$ cat config.mk
export PLATFORM = sky130hd
export DESIGN_NAME = c8_ctrl
export DESIGN_NICKNAME = d
export VERILOG_FILES = /design/src/rtl/core/c8_pkg.sv /design/src/rtl/core/c8_ctrl.sv
export SDC_FILE = /design/constraint.sdc
export NUM_CORES = 1
export LEC_CHECK = 0
export ABC_AREA = 1
export BUFFER_PORTS_ARGS = -buffer_cell sky130_fd_sc_hd__clkbuf_2
export CAP_MARGIN = 40
export CORE_MARGIN = 1.5
export CORE_UTILIZATION = 45
export DETAILED_ROUTE_END_ITERATION = 16
export PLACE_DENSITY = 0.77
export SYNTH_ARGS = -nofsm -noshare
export SYNTH_HDL_FRONTEND = slang
export SYNTH_SLANG_ARGS = --single-unit
$ cat constraint.sdc
create_clock -name clock -period 1.3 [get_ports clock]
set_clock_uncertainty 0.1 [all_clocks]
set_input_delay 0.26 -clock clock [delete_from_list [all_inputs] [get_ports clock]]
set_output_delay 0.26 -clock clock [all_outputs]
set_load 0.02 [all_outputs]
$ cat src/rtl/core/c8_pkg.sv
`default_nettype none
package c8_pkg;

   localparam int MEM_BYTES   = 4096;
   localparam int STACK_DEPTH = 16;
   localparam int SP_W        = (STACK_DEPTH > 1) ? $clog2(STACK_DEPTH) : 1;
   localparam logic [11:0] PC_RESET = 12'h200;
   localparam int FONT_BYTES  = 80;

   // commands
   localparam logic [1:0] CMD_STEP  = 2'd0;
   localparam logic [1:0] CMD_WRITE = 2'd1;
   localparam logic [1:0] CMD_READ  = 2'd2;

   // controller phases
   typedef enum logic [10:0] {
      ST_IDLE   = 11'b00000000001,
      ST_FETCH0 = 11'b00000000010,
      ST_FETCH1 = 11'b00000000100,
      ST_FETCH2 = 11'b00000001000,
      ST_EXEC   = 11'b00000010000,
      ST_LOOP   = 11'b00000100000,
      ST_LOOPW  = 11'b00001000000,
      ST_SPR    = 11'b00010000000,
      ST_CLEAR  = 11'b00100000000,
      ST_DONE   = 11'b01000000000,
      ST_INIT   = 11'b10000000000
   } state_type;

   // controller to datapath
   typedef struct packed {
      logic       init_step;   // font load / memory and frame buffer clear sweep
      logic       capture;     // latch request fields
      logic       fetch_hi;    // issue fetch of high byte
      logic       fetch_lo;    // latch high, issue low
      logic       fetch_end;   // latch low byte
      logic       exec;        // execute: update registers, PC and timers
      logic       loop_step;   // one step of a BCD / store / load instruction
      logic       spr_step;    // one sprite step (one phase of a pixel row)
      logic       clr_step;    // frame clear step
      logic       finish;      // load the output register
   } cmd_type;

   // datapath to controller
   typedef struct packed {
      logic       init_done;
      logic       is_step;
      logic       need_loop;   // BCD / store / load
      logic       need_spr;
      logic       need_clr;
      logic       loop_last;
      logic       spr_last;
      logic       clr_last;
   } stat_type;

   function automatic logic [7:0] font_byte(input logic [6:0] a);
      logic [7:0] f [0:79];
      f = '{8'hF0,8'h90,8'h90,8'h90,8'hF0, 8'h20,8'h60,8'h20,8'h20,8'h70,
            8'hF0,8'h10,8'hF0,8'h80,8'hF0, 8'hF0,8'h10,8'hF0,8'h10,8'hF0,
            8'h90,8'h90,8'hF0,8'h10,8'h10, 8'hF0,8'h80,8'hF0,8'h10,8'hF0,
            8'hF0,8'h80,8'hF0,8'h90,8'hF0, 8'hF0,8'h10,8'h20,8'h40,8'h40,
            8'hF0,8'h90,8'hF0,8'h90,8'hF0, 8'hF0,8'h90,8'hF0,8'h10,8'hF0,
            8'hF0,8'h90,8'hF0,8'h90,8'h90, 8'hE0,8'h90,8'hE0,8'h90,8'hE0,
            8'hF0,8'h80,8'h80,8'h80,8'hF0, 8'hE0,8'h90,8'h90,8'h90,8'hE0,
            8'hF0,8'h80,8'hF0,8'h80,8'hF0, 8'hF0,8'h80,8'hF0,8'h80,8'h80};
      return (a < 7'd80) ? f[a] : 8'h00;
   endfunction

endpackage
`default_nettype wire

$ cat src/rtl/core/c8_ctrl.sv
`default_nettype none
module c8_ctrl
   import c8_pkg::*;
(
   input  wire logic     clock,
   input  wire logic     reset,
   input  wire logic     req_valid,
   output logic          req_stall,
   output logic          rsp_valid,
   input  wire logic     rsp_stall,
   input  wire stat_type stat,
   output cmd_type       cmd
);

   state_type state_ff, state_in;
   logic      rsp_valid_ff, rsp_valid_in;

   assign req_stall = !(state_ff == ST_IDLE);
   assign rsp_valid = rsp_valid_ff;

   // next state
   always_comb begin
      state_in     = state_ff;
      rsp_valid_in = rsp_valid_ff;
      cmd          = '0;
      if (rsp_valid_ff && !rsp_stall) rsp_valid_in = 1'b0;
      unique case (state_ff)
         ST_INIT: begin
            cmd.init_step = 1'b1;
            if (stat.init_done) state_in = ST_IDLE;
         end
         ST_IDLE: begin
            if (req_valid) begin
               cmd.capture = 1'b1;
               state_in = ST_FETCH0;
            end
         end
         ST_FETCH0: begin
            if (stat.is_step) begin
               cmd.fetch_hi = 1'b1;
               state_in = ST_FETCH1;
            end else begin
               state_in = ST_DONE;
            end
         end
         ST_FETCH1: begin
            cmd.fetch_lo = 1'b1;
            state_in = ST_FETCH2;
         end
         ST_FETCH2: begin
            cmd.fetch_end = 1'b1;
            state_in = ST_EXEC;
         end
         ST_EXEC: begin
            if (stat.need_loop) state_in = ST_LOOP;
            else if (stat.need_spr) state_in = ST_SPR;
            else if (stat.need_clr) state_in = ST_CLEAR;
            else begin
               cmd.exec = 1'b1;
               state_in = ST_DONE;
            end
         end
         ST_LOOP: begin
            cmd.loop_step = 1'b1;
            state_in = ST_LOOPW;
         end
         ST_LOOPW: begin
            // memory read latency slot
            cmd.loop_step = 1'b1;
            if (stat.loop_last) begin
               cmd.exec = 1'b1;
               state_in = ST_DONE;
            end else state_in = ST_LOOP;
         end
         ST_SPR: begin
            cmd.spr_step = 1'b1;
            if (stat.spr_last) begin
               cmd.exec = 1'b1;
               state_in = ST_DONE;
            end
         end
         ST_CLEAR: begin
            cmd.clr_step = 1'b1;
            if (stat.clr_last) begin
               cmd.exec = 1'b1;
               state_in = ST_DONE;
            end
         end
         ST_DONE: begin
            if (!rsp_valid_ff || !rsp_stall) begin
               cmd.finish   = 1'b1;
               rsp_valid_in = 1'b1;
               state_in     = ST_IDLE;
            end
         end
         default: state_in = ST_IDLE;
      endcase
   end

   always_ff @(posedge clock) begin
      if (reset) begin
         state_ff     <= ST_INIT;
         rsp_valid_ff <= 1'b0;
      end else begin
         state_ff     <= state_in;
         rsp_valid_ff <= rsp_valid_in;
      end
   end

endmodule
`default_nettype wire

* Word-level counts from Yosys, hierarchy flattened *
Index checks and enable logic that the tools add are counted.

storage, ports and cells
  bits of input ports = 12
  output and inout bits = 12
  register bits after elaboration = 12

cells by class
  reduce and logical (&&, ||, !) cells = 7
  eq/ne operators = 16
  mux-type cells = 33

operator list
  kind                                                                      count
  11-bit case mux with 11 select lines                                      1
  11-bit 2-to-1 mux                                                         7
  10-bit 2-to-1 mux                                                         3
  1-bit 2-to-1 mux                                                          21
  11-bit by 1-bit equality test with 1-bit output (second input constant)   1
  11-bit by 10-bit equality test with 1-bit output (second input constant)  1
  11-bit equality test (second input constant)                              1
  11-bit by 2-bit equality test with 1-bit output (second input constant)   1
  11-bit by 3-bit equality test with 1-bit output (second input constant)   1
  11-bit by 4-bit equality test with 1-bit output (second input constant)   1
  11-bit by 5-bit equality test with 1-bit output (second input constant)   1
  11-bit by 6-bit equality test with 1-bit output (second input constant)   1
  11-bit by 7-bit equality test with 1-bit output (second input constant)   1
  11-bit by 8-bit equality test with 1-bit output (second input constant)   1
  11-bit by 9-bit equality test with 1-bit output (second input constant)   1
  2-bit != test (second input constant)                                     5
  5-bit AND reduction                                                       1
  1-bit case mux with 4 select lines                                        1
  1-bit logical NOT                                                         3
  2-bit OR reduction                                                        1
  1-bit logical AND                                                         1
  1-bit logical OR                                                          1

* Depth between registers and ports, before layout *
Gate-level depths: netlist (run 1).

  depth after elaboration = 5
  gate-level depth with buffers = 10

* Worst setup path before layout (run 1) *
Ideal clock, no wire load.

  path kind = reg2out
  start = register state_ff[4]
  end = output cmd[4] (netlist bit)
  stages on the path, launching flop included = 6
  data arrival time = 1.188 ns
  setup slack = -0.248 ns
  path through = dfxtp_1 -> nor2_2 -> nand2_2 -> nor2_4 -> nand2_1 -> o221ai_1

RTL lines
  item                      line            RTL
  start: declaration        c8_ctrl.sv:15   state_type state_ff, state_in;
  start signal: assignment  c8_ctrl.sv:105  state_ff <= state_in;
  end: declaration          c8_ctrl.sv:12   output cmd_type cmd

==> results of run 1 <==
==> Yosys cell counts, drive strengths merged <==
cell type / count
a21oi: 3
dfxtp: 12
inv: 30
nand2: 32
nand3: 11
nand3b: 1
nand4: 2
nor2: 27
nor3: 9
nor4: 1
o21ai: 2
o221ai: 1
o22ai: 1
==> final cells by class <==
class	instances	area (um2)	area share, %
Multi-Input combinational cell	90	714.4	44.75
Inverter	30	112.6	7.053
Timing Repair Buffer	54	456.7	28.61
Sequential cell	12	259.0	16.22
Tap cell	25	31.28	1.959
Clock buffer	3	22.52	1.411
==> metal layers <==
layer  up-vias  GRT usage (%)  wire length [um]  part of all wire (%)
li1        522              -                 -                     -
met1       563          29.16              1461                    35
met2       103          55.77              2051                    50
met3        40          7.937               308                   7.5
met4         0          13.53               303                   7.3
met5         -              0                 0                     0
==> cell usage in the layout (no fill, tap or decap), drive strengths merged, types with 2 or more instances in the layout <==
cell type   n
buf        35
nand2      32
inv        30
nor2       27
clkbuf     22
dfxtp      12
nand3      11
nor3        9
a21oi       3
nand4       2
o21ai       2
==> power groups by stage <==
stage | Clock [mW] | Combinational [mW] | Sequential, mW
6_report | 0.239 | 0.784 | 0.424
3_5_place_dp | 0 | 0.480 | 0.419
3_3_place_gp | 0 | 0.462 | 0.418
2_1_floorplan | 0 | 0.308 | 0.418
4_1_cts | 0.239 | 0.622 | 0.416
5_1_grt | 0.272 | 0.811 | 0.425
==> cells by family after synthesis <==
group	after synthesis	synth area share (%)
AOI/OAI and AO/OA	7	5.368
buffers and inverters	30	13.80
DFF	12	29.45
and+or+nand+nor	83	51.38
==> how the worst max path moves through the flow <==
stage,start,to,slack (ns),depth (start not counted)
final,state_ff[7]$_SDFFE_PP0P_,cmd[8],-0.67,6
after global routing,state_ff[7]$_SDFFE_PP0P_,cmd[8],-0.72,6
after CTS,state_ff[1]$_SDFFE_PP0P_,cmd[3],-0.58,7
after detailed placement,state_ff[5]$_SDFFE_PP0P_,cmd[4],-0.32,8
after global placement,state_ff[2]$_SDFFE_PP0P_,state_ff[8]$_SDFFE_PP0P_,-0.30,8
after floorplan,state_ff[7]$_SDFFE_PP0P_,cmd[4],-0.10,5
==> state kept, by name, summed over array words and instances, names as in the netlist <==
register   cells
state_ff      11
rsp_valid      1
==> worst register-to-register path, stage by stage, from the launching register on <==
cell     delay, ns
dfxtp_4       0.37
nor2_2        0.15
nand2_2       0.12
nor2_4        0.28
buf_6         0.15
nand3_4       0.06
nand3_4       0.09
nor2_4        0.07
o21ai_1       0.21
nor2_1        0.08
==> timing repair <==
item | CTS | global route
pin swaps | 16 | 17
buffers inserted | 8 | 3
gates resized for setup | 51 | 32
setup endpoints to repair | 20 | 22
hold endpoints to repair | 0 | 0
==> through the flow <==
| stage | TNS (ns) | hold slack [ns] | total power, mW | instances | instance area [um2] |
|---|---|---|---|---|---|
| after floorplan | -0.4569 | 0.2291 | 0.7260 | 132 | 880.8 |
| after global placement | -3.350 | 0.3673 | 0.8807 | 200 | 1177 |
| after detailed placement | -3.940 | 0.3857 | 0.8990 | 200 | 1177 |
| after CTS | -7.170 | 0.1319 | 1.277 | 211 | 1459 |
| after global routing | -10.88 | 0.1539 | 1.509 | 214 | 1597 |
| final | -9.813 | 0.1524 | 1.447 | 214 | 1597 |
==> impl_metrics.py, run 1 <==
metrics = {
    "synth": {
        "postSynthAreaPerCell_um2": 6.180,
        "ys_ff_latch": 12,
        "seq_area_frac_synth_pct": 29.45,
        "synthCells": 132,
        "synth_top_area_cell": "dfxtp_1",
        "syn_nets": 144,
        "synth_area_um2": 815.8,
        "synth_warnings": 0,
        "yosys.cell_types.count": 20,
        "netlist.area_leader.share_pct": 29.45,
        "synth_top_cells_by_area": "dfxtp_1, inv_1, nand2_1",
    },
    "routing": {
        "avgViaCountPerCell": 5.738,
        "drt_pass1_iterations": 5,
        "vias": 1228,
        "ant_nets": 0,
        "wire_per_inst_um": 19.28,
        "drc": 0,
        "detail_route.iter0.violations": 86,
        "totalWireLength_mm": 4.125,
    },
    "grt": {
        "gr-total-overflow": 0,
        "grt_max_degree": 8,
        "grt_usage_pct": 29.50,
        "grt_pass1_wl_mm": 4.298,
        "grt_pass1_vias": 1027,
        "antenna_found_initial": 0,
    },
    "power": {
        "p_switching_uw": 611.2,
        "p_int_uw": 835.5,
        "p_leak_nw": 0.8296,
        "peakVddDrop_uv": 672.1,
        "power.share.clock_pct": 16.5,
        "p_sw_share_pct": 42.25,
        "seqPwrFrac_pct": 29.3,
        "combPwrFrac_pct": 54.2,
        "p_per_area_nw_per_um2": 906.2,
    },
    "timing": {
        "setup_slack_ns": -0.6707,
        "fmax_mhz": 507.4,
        "worstMarginPinSlew_ns": 0.3275,
        "min_period_ns": 1.971,
        "slew-limit-headroom_pct": 78.00,
        "finalSetupViolations": 23,
        "post-route-period-util_pct": 151.6,
        "finalMaxSlewViolations": 0,
        "hold_viol": 0,
        "rsz0062_at_grt": "yes",
    },
    "clock_network": {
        "clk_pin_slew_worst_paths_ns": 0.08,
        "cts_sinks": 12,
        "clock_latency_ns": 0.29,
        "cts_root_buffer": "clkbuf_4",
        "cts_made_buffers": 3,
        "cts_tree": "done",
        "ctsHoldBuffers": 0,
        "htreeDepth": 1,
        "clock_path_buffers": 2,
    },
    "status": {
        "violations": "negative setup slack",
        "status": "finished with violations",
    },
    "critical_path": {
        "crit_path_top_delay_cell": "dfxtp_4",
        "startpoint_type": "flop",
        "worst_ep_required_time_ns": 0.94,
        "crit_top_cell": "nor2_4",
        "rr_startpoint": "state_ff[7]$_SDFFE_PP0P_",
        "cp.arrival_ns": 1.61,
        "timing.rr.end": "state_ff[7]$_SDFFE_PP0P_",
        "worstPathCellList": "nor2_2, nand2_2, nor2_4, nand2_4, nor2_4, clkbuf_8",
        "r2r_cells": 9,
        "worstSetupEndpointType": "output port",
        "critical_path_class": "flop to output port",
        "slowest_delay_ns": 0.37,
        "crit_path_max_fanout": 5,
        "cp_num_buf_inv": 1,
        "r2r_slack_ns": -0.51,
        "cp_top_family": "simple AND/OR/NAND/NOR gates",
    },
    "hold_path": {
        "min_from": "reset",
        "hp-class": "input port to flop",
        "worstHoldPathCells": 2,
        "worstHoldEndpoint": "state_ff[9]$_SDFFE_PP0P_",
    },
    "finish": {
        "nets": 203,
        "drive_above_1_share_pct": 67.72,
        "fillCellCount": 54,
        "areaGrowthSynthToFinish_pct": 95.71,
        "utilization_pct": 93.48,
        "diodes": 0,
    },
    "placed_design": {
        "gp_routability_congestion": 0.8920,
        "dp_slack_ns": -0.3191,
        "io_buffers": 23,
        "dp_hpwl_mm": 1.883,
    },
    "flow_run": {
        "cap_violations": 0,
    },
    "die": {
        "boundaryPins": 24,
        "fp.dieArea_um2": 2077,
        "placement_rows": 15,
        "start_util_pct": 47.77,
        "die_height_um": 45.58,
        "fp.dieW_um": 45.58,
        "coreArea_um2": 1708,
    },
}
(Power assumes the default switching activity.)
==> run 2, diff against run 1 <==
CORE_ASPECT_RATIO = 1.25   (was unset)
==> impl_metrics.py, run 2 <==
metrics = {
    "synth": {
        "synth_most_common_cell": "inv_1",
        "syn_nets": 144,
        "synth_top_cells_by_area": "dfxtp_1, inv_1, nand2_1",
        "netlist.area_leader.share_pct": 29.45,
        "synth_top_area_cell": "dfxtp_1",
        "yosys.cell_types.count": 20,
        "postSynthAreaPerCell_um2": 6.180,
        "synth_commonest_cells": "inv_1, nand2_1, nor2_1",
        "synthCells": 132,
        "ys_ff_latch": 12,
        "synth_flop_cell": "dfxtp_1",
        "async_reset_ff_share_pct": 0,
        "seq_area_frac_synth_pct": 29.45,
        "synth-edff-count": 0,
        "synth_area_um2": 815.8,
        "synth_warnings": 0,
    },
    "clock_network": {
        "ctsHoldBuffers": 0,
        "cts_sinks": 12,
        "htreeDepth": 1,
        "cts_made_buffers": 3,
        "clock_path_buffers": 2,
        "cts_root_buffer": "clkbuf_4",
    },
    "die": {
        "placement_rows": 17,
        "boundaryPins": 24,
        "die_height_um": 50.61,
        "start_util_pct": 46.77,
        "fp.dieW_um": 41.08,
    },
    "timing": {
        "worstEndpointGrtRepair": "cmd[4]",
        "endpoint_type": "output port",
    },
    "placed_design": {
        "place_inst": 196,
        "dp_hpwl_mm": 1.812,
        "io_buffers": 23,
        "gp_routability_congestion": 0.8114,
        "dp_slack_ns": -0.3105,
    },
    "status": {
        "status": "did not finish",
        "failed_stage": "5_1_grt",
        "firstError": "[ERROR DPL-0038] Utilization greater than 100%, impossible to legalize",
    },
    "grt": {
        "grt_max_degree": 8,
    },
}
[run 2: timing repair]
| action | CTS |
|---|---|
| setup buffers | 20 |
| setup endpoints to repair | 20 |
| endpoints found under the hold margin | 0 |
| pin swaps | 23 |
| resized for setup | 67 |
[run 2: cells by family after synthesis]
group / after synthesis / share of synthesized area (%)
simple gates: 83 / 51.38
buf+inv: 30 / 13.80
flops: 12 / 29.45
compound gates: 7 / 5.368
[run 2: metrics by stage]
stage	area (um2)	setup TNS, ns	hold WS, ns
CTS	1588	-7.586	0.1347
detailed placement	1185	-3.683	0.3833
global placement	1185	-3.208	0.3689
floorplan	880.8	-0.4569	0.2291
==> run 3, diff against run 2 <==
CORE_AREA = 2 2 63 65   (was unset)
CORE_ASPECT_RATIO = unset   (was 1.25)
CORE_MARGIN = unset   (was 1.5)
CORE_UTILIZATION = unset   (was 45)
DIE_AREA = 0 0 65 67   (was unset)
PLACE_DENSITY = unset   (was 0.77)
PLACE_DENSITY_LB_ADDON = 0.15   (was unset)
clock period = 1.7 ns   (was 1.3 ns; I/O delays follow)
==> impl_metrics.py, run 3 (synthesis gave the netlist of run 1 again) <==
metrics = {
    "clock_network": {
        "cts_sinks": 12,
        "cts_tree": "done",
        "clk_pin_slew_worst_paths_ns": 0.05,
        "clock_path_buffers": 2,
        "htreeDepth": 1,
        "clock_latency_ns": 0.24,
        "ctsHoldBuffers": 0,
        "cts_made_buffers": 3,
        "cts_root_buffer": "clkbuf_8",
    },
    "routing": {
        "detail_route.iter0.violations": 21,
        "vias": 977,
        "wire_per_inst_um": 11.61,
        "totalWireLength_mm": 2.600,
        "drc": 0,
        "ant_nets": 0,
        "drt_pass1_iterations": 3,
        "avgViaCountPerCell": 4.362,
    },
    "timing": {
        "post-route-period-util_pct": 113.4,
        "worstMarginPinSlew_ns": 0.2590,
        "finalSetupViolations": 13,
        "hold_viol": 0,
        "min_period_ns": 1.927,
        "setup_tns_ns": -1.490,
        "hold_slack_ns": 0.2613,
        "fmax_mhz": 518.8,
        "finalMaxSlewViolations": 0,
        "setup_slack_ns": -0.2274,
        "rsz0062_at_grt": "yes",
        "slew-limit-headroom_pct": 82.72,
    },
    "power": {
        "p_leak_nw": 0.7267,
        "power.share.clock_pct": 25.1,
        "p_int_uw": 658.3,
        "p_switching_uw": 371.6,
        "combPwrFrac_pct": 43.3,
        "power_mw": 1.030,
        "p_per_area_nw_per_um2": 745.0,
        "p_sw_share_pct": 36.08,
        "peakVddDrop_uv": 232.3,
        "seqPwrFrac_pct": 31.6,
    },
    "die": {
        "start_util_pct": 22.62,
        "fp.dieW_um": 65,
        "boundaryPins": 24,
        "coreArea_um2": 3606,
        "fp.dieArea_um2": 4355,
        "placement_rows": 22,
        "die_height_um": 67,
    },
    "critical_path": {
        "crit_path_max_fanout": 7,
        "worst_ep_required_time_ns": 1.26,
        "crit_top_cell": "nor2_4",
        "slowest_delay_ns": 0.34,
        "crit_path_top_delay_cell": "dfxtp_2",
        "startpoint_type": "flop",
        "worstSetupEndpointType": "output port",
        "worstPathCellList": "nor2_4, nand2_4, nor2_4, nand4_1, nand2_1, inv_2, o221ai_2, clkbuf_8",
        "cp.arrival_ns": 1.49,
        "critical_path_class": "flop to output port",
    },
    "status": {
        "status": "finished with violations",
        "violations": "negative setup slack",
    },
    "grt": {
        "grt_pass1_vias": 945,
        "grt_max_degree": 9,
        "grt_usage_pct": 12.85,
        "gr-total-overflow": 0,
        "grt_pass1_wl_mm": 4.209,
        "antenna_found_initial": 0,
    },
    "hold_path": {
        "hp-class": "input port to flop",
    },
    "placed_design": {
        "dp_hpwl_mm": 1.845,
        "place_inst": 205,
        "io_buffers": 23,
        "gp_routability_congestion": 0.8116,
        "dpl_cell_area_um2": 1006,
    },
    "finish": {
        "largest_reg_flops": 11,
        "final_cells": 224,
        "regMostFlops": "state_ff",
        "layout_common_cells": "inv_1, nand2_1, buf_4, nor2_1",
        "drive_above_1_share_pct": 57.39,
        "fin_area_um2": 1383,
        "nets": 190,
        "diodes": 0,
        "layout_commonest_cell": "inv_1",
        "areaGrowthSynthToFinish_pct": 69.48,
    },
    "flow_run": {
        "cap_violations": 0,
    },
}
[run 3: what timing repair did]
item                       in CTS  in global routing
hold endpoints to repair        0                  0
pin swaps                       9                 15
buffers inserted               10                  7
setup endpoints to repair      11                 15
gates resized for setup        38                 34
[run 3: cell type report]
class	count	area, um2
inverters	30	112.6
well taps	48	60.06
fillers	404	2223
clock buffers	3	41.29
multi-input cells	90	581.8
repair buffers	41	334.1
flip-flops and latches	12	252.7
[run 3: through the flow]
step	utilization (%)	worst slack (ns)
2_1_floorplan	-	0.07214
3_3_place_gp	27.90	-0.01032
3_5_place_dp	27.90	-0.01544
4_1_cts	34.32	-0.2326
5_1_grt	38.34	-0.2979
6_report	38.34	-0.2274
[run 3: path summary, 6_finish.rpt]
path,start,to,slack (ns),cells after the start
setup / recovery,state_ff[0]$_SDFFE_PP0P_,cmd[4],-0.23,8
hold / removal,reset,state_ff[9]$_SDFFE_PP0P_,0.26,2
setup reg to reg,state_ff[8]$_SDFFE_PP0P_,state_ff[9]$_SDFFE_PP0P_,-0.03,12
hold reg to reg,rsp_valid$_SDFF_PP0_,rsp_valid$_SDFF_PP0_,0.39,2
[run 3: critical path, delay by kind of cell (launching register included)]
family | cells | cell delay (ns)
buf+inv | 2 | 0.22
compound gates | 1 | 0.06
flops | 1 | 0.34
simple gates | 5 | 0.62
[run 3: routing by layer]
| layer | GRT usage [%] | share of wire [%] |
|---|---|---|
| met5 | 0 | 0 |
| met1 | 14.20 | 41 |
| met4 | 3.989 | 0.65 |
| met3 | 4.223 | 4.0 |
| met2 | 23.20 | 55 |
[run 3: power by group through the flow]
| stage | logic [mW] | clock network, mW | registers (mW) |
|---|---|---|---|
| after CTS | 0.361 | 0.267 | 0.319 |
| after global placement | 0.293 | 0 | 0.321 |
| final | 0.446 | 0.258 | 0.326 |
| after detailed placement | 0.294 | 0 | 0.320 |
| after global routing | 0.485 | 0.280 | 0.328 |
| after floorplan | 0.211 | 0 | 0.318 |
